**config.mk**
```make
export PLATFORM = sky130hd
export DESIGN_NAME = modem_power_on_sequencer_unit
export DESIGN_NICKNAME = d
export VERILOG_FILES = /design/src/rtl/mpos_pkg.sv /design/src/rtl/modem_power_on_sequencer_unit.sv
export SDC_FILE = /design/constraint.sdc
export NUM_CORES = 1
export LEC_CHECK = 0
export ABC_AREA = 1
export BUFFER_PORTS_ARGS = -buffer_cell sky130_fd_sc_hd__clkbuf_2
export CORE_MARGIN = 2
export CORE_UTILIZATION = 26
export CTS_BUF_LIST = sky130_fd_sc_hd__clkbuf_4
export DETAILED_ROUTE_END_ITERATION = 7
export PLACE_DENSITY_LB_ADDON = 0.15
export REMOVE_ABC_BUFFERS = 1
export SLEW_MARGIN = 40
export SYNTH_ARGS = -nofsm -noshare
export SYNTH_HDL_FRONTEND = slang
export SYNTH_SLANG_ARGS = --single-unit
```
**constraint.sdc**
```tcl
create_clock -name clk -period 6.75 [get_ports clk]
set_input_delay 1.6875 -clock clk [delete_from_list [all_inputs] [get_ports clk]]
set_output_delay 1.6875 -clock clk [all_outputs]
set_load 0.05 [all_outputs]
```
**src/rtl/mpos_pkg.sv**
```systemverilog
// Shared types and constants for the modem power-on sequencer.
// No dependencies.
`timescale 1ns / 1ps

package mpos_pkg;

  localparam int unsigned CntW = 16;

  typedef logic [CntW-1:0] cnt_t;
  typedef logic [2:0] phase_t;
  typedef logic [1:0] status_t;
  typedef logic [1:0] action_t;
  typedef logic [2:0] cfg_idx_t;

  localparam phase_t PH_IDLE   = 3'd0;
  localparam phase_t PH_OFF    = 3'd1;
  localparam phase_t PH_SETTLE = 3'd2;
  localparam phase_t PH_PULSE  = 3'd3;
  localparam phase_t PH_POLL   = 3'd4;

  localparam status_t ST_IDLE   = 2'd0;
  localparam status_t ST_SEQ    = 2'd1;
  localparam status_t ST_READY  = 2'd2;
  localparam status_t ST_FAILED = 2'd3;

  localparam action_t ACT_TICK     = 2'd0;
  localparam action_t ACT_BOOT     = 2'd1;
  localparam action_t ACT_RECOVERY = 2'd2;

  localparam cfg_idx_t REG_OFF      = 3'd0;
  localparam cfg_idx_t REG_SETTLE   = 3'd1;
  localparam cfg_idx_t REG_PULSE    = 3'd2;
  localparam cfg_idx_t REG_POLL     = 3'd3;
  localparam cfg_idx_t REG_TIMEOUT  = 3'd4;

  localparam cnt_t OFF_RST     = 16'd200;
  localparam cnt_t SETTLE_RST  = 16'd500;
  localparam cnt_t PULSE_RST   = 16'd4500;
  localparam cnt_t POLL_RST    = 16'd50;
  localparam cnt_t TIMEOUT_RST = 16'd15000;

  typedef struct packed {
    logic    power_enable;
    logic    onoff_drive;
    status_t status;
  } result_t;

  function automatic cnt_t inc_sat(input cnt_t v);
    return (v == '1) ? v : cnt_t'(v + 1'b1);
  endfunction

  function automatic logic interval_done(input cnt_t count, input cnt_t limit);
    cnt_t lim;
    lim = (limit == '0) ? cnt_t'(1) : limit;
    return count >= lim;
  endfunction

endpackage

```
**src/rtl/modem_power_on_sequencer_unit.sv**
```systemverilog
// Modem power-on sequencer top level: phase/counter state, register file
// and a two-entry output stage. Depends on mpos_pkg.
`timescale 1ns / 1ps

// Takes one item per clock: a millisecond tick or a start command, with
// the sampled ready pin. Each item yields exactly one result holding the
// power and on/off line levels and the status after that item. The phase
// update is combinational counter compares; the result lands in an output
// register backed by a skid register, so an item is taken every cycle while
// the result side keeps up, and in_stall rises only when both output
// entries are full. The user must ensure timing registers are written
// through cfg_* only while the block is idle; the block does not check it.
module modem_power_on_sequencer_unit (
  input  logic               clk,
  input  logic               rst_n,
  input  logic               in_valid,
  output logic               in_stall,
  input  mpos_pkg::action_t  in_action,
  input  logic               in_ready_pin,
  output logic               out_valid,
  input  logic               out_stall,
  output logic               out_power_enable,
  output logic               out_onoff_drive,
  output mpos_pkg::status_t  out_status,
  input  logic               cfg_we,
  input  mpos_pkg::cfg_idx_t cfg_index,
  input  mpos_pkg::cnt_t     cfg_wdata
);
  import mpos_pkg::*;

  cnt_t off_r, settle_r, pulse_r, poll_r, timeout_r;

  phase_t  phase_r, phase_nxt;
  cnt_t    phase_cnt_r, phase_cnt_nxt;
  cnt_t    wait_cnt_r, wait_cnt_nxt;
  logic    one_shot_r, one_shot_nxt;
  status_t outcome_r, outcome_nxt;

  result_t res_nxt, main_r, skid_r;
  logic    main_v_r, skid_v_r;
  logic    accept, is_start;
  cnt_t    pc_inc, wc_inc;

  assign in_stall = skid_v_r;
  assign accept   = in_valid && !skid_v_r;
  assign is_start = (in_action == ACT_BOOT) || (in_action == ACT_RECOVERY);
  assign pc_inc   = inc_sat(phase_cnt_r);
  assign wc_inc   = inc_sat(wait_cnt_r);

  always_ff @(posedge clk) begin
    if (!rst_n) begin
      off_r     <= OFF_RST;
      settle_r  <= SETTLE_RST;
      pulse_r   <= PULSE_RST;
      poll_r    <= POLL_RST;
      timeout_r <= TIMEOUT_RST;
    end else if (cfg_we) begin
      case (cfg_index)
        REG_OFF:     off_r     <= cfg_wdata;
        REG_SETTLE:  settle_r  <= cfg_wdata;
        REG_PULSE:   pulse_r   <= cfg_wdata;
        REG_POLL:    poll_r    <= cfg_wdata;
        REG_TIMEOUT: timeout_r <= cfg_wdata;
        default: ;
      endcase
    end
  end

  always_comb begin
    phase_nxt     = phase_r;
    phase_cnt_nxt = phase_cnt_r;
    wait_cnt_nxt  = wait_cnt_r;
    one_shot_nxt  = one_shot_r;
    outcome_nxt   = outcome_r;
    if (is_start) begin
      if (phase_r == PH_IDLE) begin
        one_shot_nxt  = (in_action == ACT_RECOVERY);
        outcome_nxt   = ST_SEQ;
        wait_cnt_nxt  = '0;
        phase_nxt     = PH_OFF;
        phase_cnt_nxt = '0;
      end
    end else begin
      case (phase_r)
        PH_OFF: begin
          phase_cnt_nxt = pc_inc;
          if (interval_done(pc_inc, off_r)) begin
            phase_nxt     = PH_SETTLE;
            phase_cnt_nxt = '0;
          end
        end
        PH_SETTLE: begin
          phase_cnt_nxt = pc_inc;
          if (interval_done(pc_inc, settle_r)) begin
            phase_nxt     = PH_PULSE;
            phase_cnt_nxt = '0;
          end
        end
        PH_PULSE: begin
          phase_cnt_nxt = pc_inc;
          if (interval_done(pc_inc, pulse_r)) begin
            phase_nxt     = PH_POLL;
            phase_cnt_nxt = '0;
            wait_cnt_nxt  = '0;
          end
        end
        PH_POLL: begin
          phase_cnt_nxt = pc_inc;
          wait_cnt_nxt  = wc_inc;
          if (interval_done(pc_inc, poll_r)) begin
            phase_cnt_nxt = '0;
            if (!in_ready_pin) begin
              outcome_nxt = ST_READY;
              phase_nxt   = PH_IDLE;
            end else if (interval_done(wc_inc, timeout_r)) begin
              if (one_shot_r) begin
                outcome_nxt = ST_FAILED;
                phase_nxt   = PH_IDLE;
              end else begin
                phase_nxt = PH_OFF;
              end
            end
          end
        end
        default: ;
      endcase
    end
  end

  always_comb begin
    res_nxt.status      = outcome_nxt;
    res_nxt.onoff_drive = (phase_nxt == PH_PULSE);
    case (phase_nxt)
      PH_OFF:  res_nxt.power_enable = 1'b0;
      PH_IDLE: res_nxt.power_enable = (outcome_nxt != ST_IDLE);
      default: res_nxt.power_enable = 1'b1;
    endcase
  end

  always_ff @(posedge clk) begin
    if (!rst_n) begin
      phase_r     <= PH_IDLE;
      phase_cnt_r <= '0;
      wait_cnt_r  <= '0;
      one_shot_r  <= 1'b0;
      outcome_r   <= ST_IDLE;
    end else if (accept) begin
      phase_r     <= phase_nxt;
      phase_cnt_r <= phase_cnt_nxt;
      wait_cnt_r  <= wait_cnt_nxt;
      one_shot_r  <= one_shot_nxt;
      outcome_r   <= outcome_nxt;
    end
  end

  always_ff @(posedge clk) begin
    if (!rst_n) begin
      main_v_r <= 1'b0;
      skid_v_r <= 1'b0;
    end else if (skid_v_r) begin
      if (!out_stall) begin
        main_r   <= skid_r;
        skid_v_r <= 1'b0;
      end
    end else if (accept) begin
      if (!main_v_r || !out_stall) begin
        main_r   <= res_nxt;
        main_v_r <= 1'b1;
      end else begin
        skid_r   <= res_nxt;
        skid_v_r <= 1'b1;
      end
    end else if (main_v_r && !out_stall) begin
      main_v_r <= 1'b0;
    end
  end

  assign out_valid        = main_v_r;
  assign out_power_enable = main_r.power_enable;
  assign out_onoff_drive  = main_r.onoff_drive;
  assign out_status       = main_r.status;

  a_skid_needs_main: assert property (@(posedge clk) disable iff (!rst_n)
    skid_v_r |-> main_v_r)
    else $error("skid entry held without output entry");

  a_running_is_seq: assert property (@(posedge clk) disable iff (!rst_n)
    (phase_r != PH_IDLE) |-> (outcome_r == ST_SEQ))
    else $error("active phase without sequencing status");

  a_pulse_only_seq: assert property (@(posedge clk) disable iff (!rst_n)
    (out_valid && out_onoff_drive) |-> (out_power_enable && out_status == ST_SEQ))
    else $error("on/off pulse outside a running sequence");

  a_skid_drains: assert property (@(posedge clk) disable iff (!rst_n)
    (skid_v_r && !out_stall) |=> !skid_v_r)
    else $error("skid entry not drained");

endmodule
```
# [Word-level counts from Yosys, hierarchy flattened]
# Index checks and enable logic that the tools add are counted.
[word_totals] wordCells=123 in_bits=27 reg_bits=128 output_inout_bits=6
[op_classes] order_cmp=5 mux=46 addsub=2 n_reduce_logical=32 n_eq_ne=18 n_bitwise=2
[ops] operator="$mux W16" count=15
[ops] operator="$ge A16 B16 Y1" count=5
[ops] operator="$logic_not A16 Y1" count=5
[ops] operator="$pmux W16 S4" count=1
[ops] operator="$add A16 B1 Y16 const B" count=2
[ops] operator="$eq A16 B16 Y1 const B" count=2
[ops] operator="$pmux W16 S2" count=1
[ops] operator="$mux W3" count=8
[ops] operator="$mux W4" count=4
[ops] operator="$eq A3 B2 Y1 const B" count=5
[ops] operator="$mux W2" count=7
[ops] operator="$pmux W3 S4" count=1
[ops] operator="$reduce_and A4 Y1" count=3
[ops] operator="$reduce_and A2 Y1" count=5
[ops] operator="$eq A3 B1 Y1 const B" count=3
[ops] operator="$logic_not A3 Y1" count=3
[ops] operator="$reduce_and A3 Y1" count=3
[ops] operator="$mux W1" count=8
[ops] operator="$reduce_bool A2 Y1" count=4
[ops] operator="$eq A3 B3 Y1 const B" count=2
[ops] operator="$reduce_bool A5 Y1" count=1
[ops] operator="$ne A2 B1 Y1 const B" count=2
[ops] operator="$logic_not A1 Y1" count=3
[ops] operator="$ne A3 B3 Y1 const B" count=1
[ops] operator="other kinds (8)" count=11

# [Depth between registers and ports, before layout]
[depth] word_depth=13 ltp_mapped=31 mapped_depth_nobuf=31

# [Least setup slack after synthesis]
# Ideal clock, no wire load.
[synth_timing] path_type="register -> register" from="reg phase_cnt_r[0]" to="reg phase_cnt_r[15]" period_less_slack_ps=3515 arrival_ps=3446 stages_incl_launch_ff=23 setup_time_ps=70 required_time_ps=6680 n_path_buf=1 slack_ps=3235 path_cell_list="dfxtp_1 ha_1 nand2_2 nor2_4 nand3_2 or2_4 nor2_4 nand2_4 nor2_8 inv_2 nand4_1 xor2_2 ha_1 a21oi_1 nor2_1 nor2_1 nand2_1 nand2_1 nand3_1 o221ai_1 clkbuf_4 nand3_2 a21oi_2"
[synth_between] elab_chain_len=6 elab_cells_between_ends=13 cone_classes="add/sub: 1; order compare: 4; eq/ne: 1; mux: 7"
[synth_lines] element="start: declaration" line="modem_power_on_sequencer_unit.sv:34" source="cnt_t phase_cnt_r, phase_cnt_nxt;"
[synth_lines] element="start signal: assignment" line="modem_power_on_sequencer_unit.sv:149" source="phase_cnt_r <= phase_cnt_nxt;"
[synth_lines] element="$add A16 B1 Y16 or $eq A16 B16 Y1 (tied branches)" line="mpos_pkg.sv:49" source="return (v == '1) ? v : cnt_t'(v + 1'b1);"
[synth_lines] element="$mux W16 (*)" line="mpos_pkg.sv:49"
[synth_lines] element="$ge A16 B16 Y1" line="mpos_pkg.sv:55" source="return count >= lim;"
[synth_lines] element="$mux W16 (on tied branches)"
[synth_lines] element="$pmux W16 S4 (*)" line="modem_power_on_sequencer_unit.sv:84" source="case (phase_r)"
[synth_lines] element="$mux W16 (*)" line="modem_power_on_sequencer_unit.sv:75" source="if (is_start) begin"
# Mark *: on every way between the ends. The rest lies on a longest branch, timed or not.
# A chain may end at the register's enable or synchronous reset.

# [Worst setup path in the final report]
[layout_timing] from="reg phase_cnt_r[0]" to="reg wait_cnt_r[12]"
[layout_between] elab_chain_len=5 elab_cells_between_ends=6 cone_classes="add/sub: 1; order compare: 1; eq/ne: 2; mux: 1; reduce/logical: 1"
[layout_lines] element="$add A16 B1 Y16 or $eq A16 B16 Y1 (tied branches)" line="mpos_pkg.sv:49"
[layout_lines] element="$mux W16 (*)" line="mpos_pkg.sv:49"
[layout_lines] element="$ge A16 B16 Y1 (*)" line="mpos_pkg.sv:55"
[layout_lines] element="$ne A3 B3 Y1 (no source line) (*)"
[layout_lines] element="$reduce_and A4 Y1 (no source line) (*)"
[layout_lines] element="end signal: assignment" line="modem_power_on_sequencer_unit.sv:150" source="wait_cnt_r <= wait_cnt_nxt;"
[layout_lines] element="end: declaration" line="modem_power_on_sequencer_unit.sv:35" source="cnt_t wait_cnt_r, wait_cnt_nxt;"
# Marks and branches as above.

==> summary.txt <==
Peak supply drop: 0.00009497 V
Comb pwr share: 0.146
Slew Viols, Final: 0
DP Wirelength: 18,030 µm
HP Class: reg -> reg
Worst-Skew Late Latency: 570 ps
Avg Synthesized Cell Area: 7.383 µm²
Hold Buf Count CTS: 0
Vias after detailed routing: 6,991
Seq pwr share: 0.466
Clock transition at the registers of the reported paths: 130 ps
Maximum clock frequency: 220.2 MHz
Critical path endpoint category: flip-flop
Final TNS setup: 0 ps
Yosys Warn Count: 0
Core region area: 0.02980 mm²
Area leader, netlist: dfxtp_1
Max Cap Violations: 0
IO Port Bufs: 32
Synth cell types: 46
Gr ovfl total: 0
Sw Share: 0.3081
Fin crit share: 0.6727
Antenna-violating nets left: 0
FP Rows: 63
Net Sw Power: 0.5371 mW
First drt pass iteration count: 7
Critical path arrival: 4970 ps
Io pins: 33
Int Pwr: 1.206 mW
Worst Path Max Fanout: 24
Post-synth ARST share: 0
EDFF count, synth: 8
Routed wire length: 24,040 µm
Post-Syn Area: 0.007893 mm²
GRT met2 Usage: 0.2537
Fillers: 3,281
GRT busiest layer: met2
CTS tree: yes
Leakage: 4.009 nW
Synth top area share: 0.3044
Cts repair resizes: 0
Crit path required time: 7180 ps
Cell area power density: 197.3 mW/mm²
Ant diodes: 0
Total power: 1.743 mW
TritonCTS buffer count: 17
Synth area leaders: dfxtp_1 (30%), ha_1 (13%), nand2_1 (9.4%)
H-tree depth: 4
Grt met3 use: 0.03112
Register area share after synthesis: 0.3348
Setup Buffers After CTS: 0
Layout cells sized above 1: 0.1092
Dominant synthesized flop cell: dfxtp_1
Worst-Margin Slew: 874.3 ps
RD Place Congestion: 0.8625
Fin. Hold Viols: 0
Multi-input gate area: 0.004543 mm²
Die Y: 178.2 µm
Drc violations: 0
CTS root buf: clkbuf_4
Clk pwr share: 0.388
Die ar.: 0.03177 mm²
Count of state elements after synthesis: 128
Vias per cell: 4.667
Relative slew slack: 0.4117
Deepest clock path buffer count: 2
Status: complete, no violations
Cells after Synth: 1,069
Setup CP Type: reg -> reg
Final hold slack: 485.6 ps
Clock sink count: 128
RSZ-0062 raised after global routing: false
DR iter-0 viols: 452
GRT Total Usage: 0.1574
Critical Path Start Type: flip-flop
Final setup violation count: 0
Initial core utilization: 0.2649
Final Critical Period: 4541 ps
Sequential Area: 0.002643 mm²
Met1 Usage GRT: 0.2195
Largest net degree at the start of global routing: 49
Vias in the first global route: 6,640
Initial antenna violation count: 1
Skew final: 20.52 ps
Average wire per standard cell: 16.05 µm
Die width: 178.2 µm
Register-to-register setup slack: 2210 ps
Layout Nets: 1,205
First-pass GRT wire length: 37,690 µm
Synth-to-layout area growth: 11.98%
[cells by family after synthesis]
kind of cell / after synthesis / share of synthesized area
AOI/OAI and AO/OA: 265 / 0.1920
xor gates and xnor gates: 18 / 0.02188
adders and majority gates: 83 / 0.1316
buffers and inverters: 191 / 0.09321
DFF: 128 / 0.3348
and+or+nand+nor: 384 / 0.2265
[cells in the final DEF, fill, tap and decap left out, types with 4 or more instances in the layout]
cell	netlist	routed
inv_6	0	4
nand3_1	39	39
clkbuf_2	0	32
nor4_1	15	14
o21ai_0	81	81
xor2_1	13	13
a41o_1	4	4
bufinv_16	0	5
nor3_1	18	18
clkbuf_4	1	17
dfxtp_1	120	120
nand4_1	17	17
nand2_2	2	4
a21oi_1	124	124
nor2_1	65	65
o211ai_1	22	22
o21a_1	4	4
clkinv_4	0	4
a211oi_1	8	8
nor2_4	5	5
ha_1	83	83
inv_1	152	152
a21oi_2	10	10
edfxtp_1	8	8
buf_4	0	6
inv_2	7	7
nand2_1	197	195
nand3_2	11	11
[synthesized netlist by cell type (3+ instances only)]
| cell type | instances |
|---|---|
| nor3_1 | 18 |
| o21ai_0 | 81 |
| a41o_1 | 4 |
| xor2_1 | 13 |
| ha_1 | 83 |
| xnor2_1 | 3 |
| dfxtp_1 | 120 |
| nor2_1 | 65 |
| o21bai_1 | 3 |
| o21a_1 | 4 |
| nor4_1 | 15 |
| inv_2 | 7 |
| edfxtp_1 | 8 |
| or2_1 | 3 |
| clkbuf_1 | 26 |
| nor2_4 | 5 |
| nand4_1 | 17 |
| a21oi_2 | 10 |
| a21oi_1 | 124 |
| nand2_1 | 197 |
| inv_1 | 152 |
| nand3_1 | 39 |
| a211oi_1 | 8 |
| o211ai_1 | 22 |
| nand3_2 | 11 |
| buf_2 | 3 |
[final cells by class]
| cell class | instances | area share |
|---|---|---|
| Multi-Input combinational cell | 750 | 0.5140 |
| Sequential cell | 128 | 0.2990 |
| Inverter | 160 | 0.06795 |
| Tap cell | 390 | 0.05521 |
| Clock inverter | 15 | 0.02619 |
| Timing Repair Buffer | 38 | 0.02322 |
| Clock buffer | 17 | 0.01444 |
[power by group through the flow]
stage | Sequential (mW) | Clock [mW] | Combinational, mW
6_report | 0.812 | 0.677 | 0.254
5_1_grt | 0.816 | 0.734 | 0.291
4_1_cts | 0.812 | 0.698 | 0.259
3_5_place_dp | 0.829 | 0 | 0.258
3_3_place_gp | 0.829 | 0 | 0.255
2_1_floorplan | 0.834 | 0 | 0.156
[final timing paths]
path,from,to,cells after the start
setup reg to reg,phase_cnt_r[0],wait_cnt_r[12],22
hold reg to reg,poll_r[0],poll_r[0],2
setup / recovery,phase_cnt_r[0],wait_cnt_r[12],22
hold / removal,poll_r[0],poll_r[0],2
[worst max-delay path, cell delays in order (launching register included)]
cell and delay (ps):
dfxtp_1 430, ha_1 230, nand2_2 90, nor2_4 130, nand3_2 100, or2_4 260, nor2_4 110, nand2_4 80
nor2_8 130, nor3_1 60, a21oi_1 560, ha_1 360, a21oi_1 140, o21ai_0 100, nand2_1 60, nand2_1 50
nand2_1 100, nand4_1 320, or2_1 350, nand2_2 370, inv_2 190, nand3_1 110, a21oi_1 60
[metal layers]
layer,vias up,share of wire
met3,8,0.033
met5,-,0
met4,0,0.0084
li1,3651,-
met1,3217,0.51
met2,115,0.44
[sequential cells by signal, summed over array words and instances, names as in the netlist]
register and cells:
in_stall 1, off_r 16, one_shot_r 1, out_onoff_drive 1, out_power_enable 1, out_status 2
out_valid 1, outcome_r 2, phase_cnt_r 16, phase_r 3, poll_r 16, pulse_r 16
settle_r 16, skid_r 4, timeout_r 16, wait_cnt_r 16
[through the flow]
step / utilization / std cells / cell area, µm² / setup slack, ps
finish: 0.2966 / 1498 / 8838 / 2209
global route: 0.2966 / 1498 / 8838 / 1849
CTS: 0.2965 / 1498 / 8836 / 1940
detailed placement: 0.2845 / 1466 / 8477 / 1963
global placement: 0.2838 / 1466 / 8457 / 2050
floorplan: - / 1038 / 7757 / 2865
Note: power is estimated with default switching activity, not from simulation.
